File: src/rtl/aip_pkg.sv
package aip_pkg;

  // Offset counter width; end_position is this count cut or padded to 16 bits
  localparam int unsigned PosWidth = 16;
  localparam int unsigned EndPosWidth = 16;
  localparam int unsigned AccWidth = 32;

  // Character codes
  localparam logic [7:0] CharZero  = 8'h30;  // '0'
  localparam logic [7:0] CharNine  = 8'h39;  // '9'
  localparam logic [7:0] CharLowA  = 8'h61;  // 'a'
  localparam logic [7:0] CharLowF  = 8'h66;  // 'f'
  localparam logic [7:0] CharMinus = 8'h2d;  // '-'

  typedef enum logic {
    RadixDec = 1'b0,
    RadixHex = 1'b1
  } radix_e;

  typedef struct packed {
    logic [7:0] char_code;
    logic       last_char;
  } in_word_t;

  typedef struct packed {
    logic signed [AccWidth-1:0]    value;
    logic                          found;
    logic        [EndPosWidth-1:0] end_position;
  } out_word_t;

  typedef struct packed {
    logic       valid;
    logic [3:0] value;
  } digit_t;

  // Classify one byte as a digit of the selected radix
  function automatic digit_t decode_digit(logic [7:0] c, radix_e radix);
    digit_t     d;
    logic [7:0] diff;
    begin
      d = '0;
      diff = '0;
      if (c >= CharZero && c <= CharNine) begin
        diff = c - CharZero;
        d.valid = 1'b1;
        d.value = diff[3:0];
      end else if (radix == RadixHex && c >= CharLowA && c <= CharLowF) begin
        diff = c - CharLowA + 8'd10;
        d.valid = 1'b1;
        d.value = diff[3:0];
      end
      return d;
    end
  endfunction

endpackage

File: src/rtl/ascii_integer_parser.sv
// Channel  Direction  Word type             Handshake
// in       input      aip_pkg::in_word_t    in_valid_i / in_ready_o
// out      output     aip_pkg::out_word_t   out_valid_o / out_ready_i
// cfg      input      radix_mode (1 bit)    cfg_valid_i / cfg_ready_o
//
// One byte is taken per cycle; the result for a segment appears in the
// output register the cycle after its stopping or last byte is taken.
// The per-byte path is one constant shift-and-add into the accumulator
// followed by the optional two's complement negate of the result.
// Reset clears the parse state and the radix; nothing needs a warm-up.
// Input stalls only while a result sits unread in the output register.
module ascii_integer_parser (
  input  logic               clk_i,
  input  logic               rst_ni,
  input  logic               in_valid_i,
  output logic               in_ready_o,
  input  aip_pkg::in_word_t  in_word_i,
  output logic               out_valid_o,
  input  logic               out_ready_i,
  output aip_pkg::out_word_t out_word_o,
  input  logic               cfg_valid_i,
  output logic               cfg_ready_o,
  input  logic               cfg_radix_mode_i
);

  aip_pkg::radix_e                       radix_q, radix_d;
  logic [aip_pkg::AccWidth-1:0]          acc_q, acc_d;
  logic                                  neg_q, neg_d;
  logic                                  seen_q, seen_d;
  logic                                  fin_q, fin_d;
  logic [aip_pkg::PosWidth-1:0]          pos_q, pos_d;
  logic                                  out_valid_q, out_valid_d;
  aip_pkg::out_word_t                    out_word_q, out_word_d;

  logic                                  in_accept;
  aip_pkg::digit_t                       dig;
  logic [aip_pkg::AccWidth-1:0]          acc_upd;
  logic                                  neg_upd;
  logic                                  seen_upd;
  logic                                  fin_upd;
  logic                                  emit;
  logic [aip_pkg::PosWidth-1:0]          emit_pos;
  logic [aip_pkg::PosWidth-1:0]          pos_inc;
  logic [aip_pkg::AccWidth-1:0]          acc_next;

  // Output register frees up when taken; input flows whenever it is free
  assign in_ready_o  = !out_valid_q || out_ready_i;
  assign in_accept   = in_valid_i && in_ready_o;
  assign cfg_ready_o = 1'b1;
  assign out_valid_o = out_valid_q;
  assign out_word_o  = out_word_q;

  assign dig     = aip_pkg::decode_digit(in_word_i.char_code, radix_q);
  assign pos_inc = pos_q + 1'b1;

  // Accumulate: x10 as (x<<3)+(x<<1), x16 as a shift
  always_comb begin
    unique case (radix_q)
      aip_pkg::RadixHex: acc_next = {acc_q[aip_pkg::AccWidth-5:0], dig.value};
      default: acc_next = (acc_q << 3) + (acc_q << 1)
                          + {{(aip_pkg::AccWidth-4){1'b0}}, dig.value};
    endcase
  end

  // Per-byte parse step
  always_comb begin
    acc_upd  = acc_q;
    neg_upd  = neg_q;
    seen_upd = seen_q;
    fin_upd  = fin_q;
    emit     = 1'b0;
    emit_pos = pos_q;
    if (in_accept && !fin_q) begin
      if (dig.valid) begin
        acc_upd  = acc_next;
        seen_upd = 1'b1;
      end else if (seen_q) begin
        emit    = 1'b1;
        fin_upd = 1'b1;
      end else if (in_word_i.char_code == aip_pkg::CharMinus) begin
        neg_upd = 1'b1;
      end
      // segment ran out before a stop
      if (!fin_upd && in_word_i.last_char) begin
        emit     = 1'b1;
        emit_pos = pos_inc;
      end
    end
  end

  // Segment state; the last byte clears everything for the next segment
  always_comb begin
    acc_d  = acc_q;
    neg_d  = neg_q;
    seen_d = seen_q;
    fin_d  = fin_q;
    pos_d  = pos_q;
    if (in_accept) begin
      if (in_word_i.last_char) begin
        acc_d  = '0;
        neg_d  = 1'b0;
        seen_d = 1'b0;
        fin_d  = 1'b0;
        pos_d  = '0;
      end else begin
        acc_d  = acc_upd;
        neg_d  = neg_upd;
        seen_d = seen_upd;
        fin_d  = fin_upd;
        pos_d  = pos_inc;
      end
    end
  end

  // Result word and output valid
  always_comb begin
    out_word_d  = out_word_q;
    out_valid_d = out_valid_q && !out_ready_i;
    if (emit) begin
      out_valid_d             = 1'b1;
      out_word_d.found        = seen_upd;
      out_word_d.end_position = aip_pkg::EndPosWidth'(emit_pos);
      if (!seen_upd) begin
        out_word_d.value = '0;
      end else if (neg_upd) begin
        out_word_d.value = $signed(-acc_upd);
      end else begin
        out_word_d.value = $signed(acc_upd);
      end
    end
  end

  // Radix register
  always_comb begin
    radix_d = radix_q;
    if (cfg_valid_i && cfg_ready_o) begin
      radix_d = aip_pkg::radix_e'(cfg_radix_mode_i);
    end
  end

  always_ff @(posedge clk_i or negedge rst_ni) begin
    if (!rst_ni) begin
      radix_q     <= aip_pkg::RadixDec;
      acc_q       <= '0;
      neg_q       <= 1'b0;
      seen_q      <= 1'b0;
      fin_q       <= 1'b0;
      pos_q       <= '0;
      out_valid_q <= 1'b0;
    end else begin
      radix_q     <= radix_d;
      acc_q       <= acc_d;
      neg_q       <= neg_d;
      seen_q      <= seen_d;
      fin_q       <= fin_d;
      pos_q       <= pos_d;
      out_valid_q <= out_valid_d;
    end
  end

  // Result payload, no reset needed
  always_ff @(posedge clk_i) begin
    out_word_q <= out_word_d;
  end

endmodule

File: config.mk
export PLATFORM = sky130hd
export DESIGN_NAME = ascii_integer_parser
export DESIGN_NICKNAME = d
export VERILOG_FILES = /design/src/rtl/aip_pkg.sv /design/src/rtl/ascii_integer_parser.sv
export SDC_FILE = /design/constraint.sdc
export NUM_CORES = 1
export LEC_CHECK = 0
export BUFFER_PORTS_ARGS = -buffer_cell sky130_fd_sc_hd__buf_2
export CAP_MARGIN = 20
export CORE_MARGIN = 2
export CORE_UTILIZATION = 60
export CTS_BUF_LIST = sky130_fd_sc_hd__clkbuf_4 sky130_fd_sc_hd__clkbuf_8 sky130_fd_sc_hd__clkbuf_16
export DETAILED_ROUTE_END_ITERATION = 7
export GPL_ROUTABILITY_DRIVEN = 0
export PLACE_DENSITY = 0.89
export SYNTH_ARGS = -nofsm -noshare
export SYNTH_HDL_FRONTEND = slang
export SYNTH_SLANG_ARGS = --single-unit
File: constraint.sdc
create_clock -name clk_i -period 5.4 [get_ports clk_i]
set_input_delay 1.08 -clock clk_i [delete_from_list [all_inputs] [get_ports clk_i]]
set_output_delay 1.08 -clock clk_i [all_outputs]
set_load 0.05 [all_outputs]
[Yosys cells after proc, flatten, opt, wreduce, memory -nomap -nowiden]
Index checks and enable logic that the tools add are counted.
Cells by class
  add/sub/neg operators: 7
  order comparisons: 4
  equality and inequality tests: 1
  muxes and demuxes: 28
  reduce and logical (&&, ||, !) cells: 14
Operators by type and width (number)
  $mux W32: 5
  $mux W16: 3
  $add A32 B32 Y32: 1
  $add A32 B4 Y32: 1
  $neg A32 Y32: 1
  $mux W1: 18
  $add A16 B1 Y16 const B: 1
  $mux W5: 2
  $eq A8 B6 Y1 const B: 1
  $ge A8 B6 Y1 const B: 1
  $ge A8 B7 Y1 const B: 1
  $le A8 B6 Y1 const B: 1
  $le A8 B7 Y1 const B: 1
  $sub A4 B1 Y4 const B: 2
  $logic_and A1 B1 Y1: 7
  $add A4 B4 Y4 const B: 1
  $logic_not A1 Y1: 4
  $reduce_and A2 Y1: 1
  $reduce_bool A2 Y1: 1
  $logic_or A1 B1 Y1: 1
Storage, ports and cells
  bits in registers: 102
  bits of input ports: 15

[Logic depth before layout (Yosys ltp)]
  depth after elaboration: 12
  mapped depth: 21
  depth with buffers taken out: 21

[Worst setup path after synthesis]
Ideal clock, no wire load.
  kind: input-to-reg
  start point: input port in_word_i[2] (netlist bit)
  end point: register out_word_q, in the netlist out_word_o[48], data pin
  arrival time: 5643 ps
  data required time: 5138 ps
  setup slack: -506 ps
  stages on the path: 18
  path buffers: 0
  path through: inv_1 > ha_1 > or3b_1 > and4_4 > o22ai_1 > fa_1 > fa_1 > nor2b_1 > o2111ai_1 > a211o_1 > a21oi_1 > mux2_2 > a311oi_4 > nand3b_4 > or3b_4 > nor3_2 > a31oi_1 > mux2_1
On the way
  word-level cells in the longest chain between the ends: 11
  elaborated cells on any way between the ends: 25
  classes of those cells: 5 x add/sub; 4 x order compare; 1 x eq/ne; 12 x mux; 3 x reduce/logical
RTL lines
  start: declaration: RTL line ascii_integer_parser.sv:17  | input aip_pkg::in_word_t in_word_i,
  branches (longest 11 deep; another with $add A32 B4 Y32)
  end signal: assignment: RTL line ascii_integer_parser.sv:163  | out_word_q <= out_word_d;
  end: declaration: RTL line ascii_integer_parser.sv:33  | aip_pkg::out_word_t out_word_q, out_word_d;
Several ways; the timed one is not identified.
A chain may end at the register's enable or synchronous reset.

[Worst setup path in the final report]
  start point: input port in_word_i[1] (netlist bit)
  end point: register out_word_q, in the netlist out_word_o[46], data pin
The elaborated chain is that of the path after synthesis.

==> summary.md <==
The flow ran to the end, but the final reports show violations. The final reports fail on design-rule violations, negative setup slack. For this design the static power due to leakage is 0.004207 uW. The die is 118.6 microns tall. CTS saw 102 sinks. Summing all multi-input logic gate instances after layout gives 5151 sq um.

Setup repair after global routing could not meet its margin everywhere. The tools report the total number of nets in the final design as 1104. At the pin with the least slew margin, the transition time is 1365 ps.

Time the worst path needs with I/O delays and setup: 5703 ps. The tool flagged a number of max-cap violations equal to 0. The final cycle utilization of the critical path was 1.056. Data on the critical path is required at its endpoint by 5470 ps. Traced cell by cell, the critical path runs through buf_8 > inv_4 > ha_4 > or3b_4 > and4_4 > o22ai_4 > fa_1 > inv_2 > ha_4 > a211oi_2 > o21ai_1 > a32oi_1 > buf_4 > a2111oi_0 > a2111oi_0 > buf_4 > xor2_1 > a21oi_1 > nand2b_1 > o41ai_4 > xnor2_1 > nor2_1. The number of cells on the worst reg-to-reg path is 19.

The floorplan has 41 rows. The final hold violation count was 0; the synthesized net count was 976. The number of antenna diodes in the final layout is 0. Of all cell types, the one taking the most synthesized area is sky130_fd_sc_hd__edfxtp_1. After clock tree synthesis, the clock-pin slew on the worst setup and hold paths is 80 ps. During I/O placement, the number of pins put on the boundary was 67.

For this run, the slowest stage of the critical path takes 560 ps. After detailed routing, the average wire length per cell comes to 21.99 microns. Count of endpoints failing setup in the final report: 12. STA puts the critical path data arrival time at 5770 ps.

The fraction of synthesized cell area taken by the top area cell type works out to 0.1868. The tools report the cell chosen for the clock root as sky130_fd_sc_hd__clkbuf_16. The synthesized design contains 49 enable-type register cells. After synthesis, the mean cell area works out to 8.792 sq um. The number of nets still failing antenna checks after routing was 0; the synthesized flop and latch total was 102.

After synthesis, the most frequently instantiated cells are sky130_fd_sc_hd__nand2_1 (111), sky130_fd_sc_hd__nor2_1 (88), sky130_fd_sc_hd__o21ai_0 (74). The synthesized netlist occupies a cell area of 7878 sq um. The critical path in this run is classified as in2reg. Fill cells in the final layout number 759.

Summed negative setup slack over all endpoints: -1358 ps. STA classifies the critical path endpoint as a register. The sequential share of the synthesized area was 0.3551; the detail-routed via count per cell was 6.877. The final cell utilization of the core is 0.7576, and the count of routing violations after the opening detailed-route iteration is 1362.

Yosys printed 0 warnings. The proportion of register bits with asynchronous set or reset after synthesis came out at 0.5196. Commonest register cell after synthesis: sky130_fd_sc_hd__dfrtp_1.

The worst-path cell with the longest stage delay was sky130_fd_sc_hd__a2111oi_0. In this run the number of cells on the critical path is 22. Entering global routing, the biggest net connects 54 pins. Yosys mapped the design onto 85 distinct sky130hd cell types. Post-detailed-placement half-perimeter wirelength: 15730 microns. The post-place setup slack came out at -589.9 ps. The sequential cells in the finished layout cover a total of 2798 sq um. Least setup slack across all paths after layout: -303.4 ps. The run gives 7652 as the via count of the first global-routing pass. Grouping stages by cell kind, the critical path spends the most delay in compound AO/OA/AOI/OAI gates. Clock latency on the worst-skew pair, taken at its later pin, is 370 ps. The CTS buffer count is 9.

Initial antenna violation count: 1. The H-tree generated during clock tree synthesis spans 3 levels. The tools report the count of hold-fix buffers inserted at cts as 0. Counting along the longest clock path gives a buffer depth of 2.

STA classifies the critical path startpoint as a primary input. After detailed routing, the total wire length is 26410 microns. Port buffering added 65 buffers.

The core region is 12720 sq um. The total non-filler cell area in the finished layout is 9638 sq um, and the share of post-route cells with drive strength above 1 is 0.2420. Worst relative slew slack: 0.09031. By instance count, the leading cell after synthesis is sky130_fd_sc_hd__nand2_1. The logs give 0.6192 for the starting density of the core and 0 for the number of pins with negative max-slew slack in the final report.

The run gives 0 as the total overflow reported by the global router. Compared with the post-synthesis result, the final layout area differs by 22.35%. TritonCTS built the clock tree. Summing all placed instances gives a cell area of 8879 sq um.

In this run the power density over the cells is 238.9 nW/um^2. The tools report the global router's overall resource usage as 0.3354. Ranked by total cell area, the synthesized netlist is headed by sky130_fd_sc_hd__edfxtp_1 (19%), sky130_fd_sc_hd__dfrtp_1 (17%), sky130_fd_sc_hd__ha_1 (10%), sky130_fd_sc_hd__nand2_1 (5.3%), sky130_fd_sc_hd__o21ai_0 (4.7%). The first-pass iteration count of the detailed router is 8. The peak supply drop is 0.2191 mV, and the die extent in x is 118.6 microns.

The tools report the synthesized instance count as 896. The path type of the worst min-delay path was reg2reg. Together, buffers and inverters on the worst path number 5.

The logs give 8259 for the total number of vias and 11.82 ps for the maximum clock skew at final layout. The count of cells along the worst hold path was 2; the number of remaining DRC errors was 38. Along the worst path, the maximum fanout reaches 5.

The die covers 14060 sq um. The run gives 0.1753 GHz as the maximum clock frequency. The first global-routing pass estimated 38000 microns of wire.
-- metal layers --
metal | vias to the layer above | share of wire | GRT usage | routed length [microns]
met5 | - | 0 | 0 | 0
met2 | 660 | 0.47 | 0.5794 | 12430
met3 | 216 | 0.10 | 0.05792 | 2703
met1 | 3815 | 0.35 | 0.3989 | 9213
met4 | 0 | 0.078 | 0.1734 | 2055
li1 | 3568 | - | - | -
-- sequential cells by signal, summed over array words and instances (netlist names) --
register	count
pos_q	16
out_valid_o	1
fin_q	1
out_word_o	49
seen_q	1
radix_q	1
neg_q	1
acc_q	32
-- power by group --
group	internal [uW]	switching (uW)	leakage [uW]
Clock	408	314	0.000158
Combinational	193	392	0.00286
Sequential	903	92.6	0.00119
Total	1500	798	0.00421
-- repair_timing --
action                     4_1_cts  5_1_grt
setup endpoints to repair       13       17
pin swaps                       20       32
buffers inserted                 8       11
gates resized for setup         24       40
-- worst reg2reg max path, delay by kind of cell, from the launching register on --
family	cells	cell delay, ps
and+or+nand+nor	4	800
buffers and inverters	3	470
AOI/OAI and AO/OA	8	1970
DFF	1	400
xor gates and xnor gates	2	330
adders and majority gates	2	790
-- logic make-up (layout without fill, tap and decap cells) --
family | Yosys count | after routing | share of synthesized area
other cells | 1 | 1 | 0.0004760
mux | 22 | 22 | 0.02875
compound gates | 265 | 265 | 0.2182
xor+xnor | 47 | 47 | 0.05225
simple gates | 332 | 332 | 0.2065
fa+ha+maj | 65 | 65 | 0.1051
flops | 102 | 102 | 0.3551
buf+inv | 62 | 195 | 0.03351
-- cells in the final DEF (no fill, tap or decap), types with 6 or more instances in the layout --
master / netlist / layout
sky130_fd_sc_hd__a22o_1: 9 / 9
sky130_fd_sc_hd__nor2_1: 88 / 85
sky130_fd_sc_hd__a21o_1: 13 / 13
sky130_fd_sc_hd__edfxtp_1: 49 / 49
sky130_fd_sc_hd__nor3_1: 21 / 20
sky130_fd_sc_hd__o211ai_1: 8 / 8
sky130_fd_sc_hd__nand4_1: 7 / 7
sky130_fd_sc_hd__a31oi_1: 11 / 11
sky130_fd_sc_hd__or3_1: 15 / 14
sky130_fd_sc_hd__xor2_1: 25 / 23
sky130_fd_sc_hd__nand3_1: 25 / 25
sky130_fd_sc_hd__and3_1: 12 / 12
sky130_fd_sc_hd__nand2_1: 111 / 110
sky130_fd_sc_hd__nand2b_1: 7 / 6
sky130_fd_sc_hd__ha_1: 63 / 60
sky130_fd_sc_hd__inv_1: 20 / 17
sky130_fd_sc_hd__nor2b_1: 9 / 8
sky130_fd_sc_hd__buf_2: 4 / 63
sky130_fd_sc_hd__clkbuf_16: 0 / 9
sky130_fd_sc_hd__mux2i_1: 17 / 16
sky130_fd_sc_hd__o21ai_0: 74 / 70
sky130_fd_sc_hd__xnor2_1: 22 / 22
sky130_fd_sc_hd__o21a_1: 6 / 6
sky130_fd_sc_hd__dfrtp_1: 53 / 53
sky130_fd_sc_hd__o31ai_1: 13 / 7
sky130_fd_sc_hd__a21oi_2: 2 / 7
sky130_fd_sc_hd__a211oi_1: 10 / 8
sky130_fd_sc_hd__a21oi_1: 67 / 61
sky130_fd_sc_hd__buf_4: 3 / 90
-- path summary, 6_finish.rpt --
kind	from	endpoint	slack (ps)
max reg2reg	radix_q	out_word_o[46]	370
min	acc_q[31]	acc_q[31]	500
min in group asynchronous	rst_ni	acc_q[31]	860
max in group asynchronous	rst_ni	acc_q[2]	3990
min reg2reg	acc_q[31]	acc_q[31]	500
max	in_word_i[1]	out_word_o[46]	-300
-- layout make-up --
cell class | instances | area share
multi-input cells | 732 | 0.5345
flip-flops and latches | 102 | 0.2903
repair buffers | 158 | 0.1100
clock buffers | 9 | 0.02337
well taps | 172 | 0.02233
clock inverters | 7 | 0.009866
inverters | 21 | 0.009736
-- per-stage QoR --
| stage | instances | hold WS [ps] | power, uW |
|---|---|---|---|
| after floorplan | 896 | 449.7 | 1350 |
| after detailed placement | 1167 | 482.8 | 1510 |
| after CTS | 1191 | 498.8 | 2228 |
| final | 1201 | 504.8 | 2302 |
| after global placement | 1167 | 466.2 | 1486 |
| after global routing | 1201 | 524.0 | 2358 |
Power figures use the tool's default switching activity.
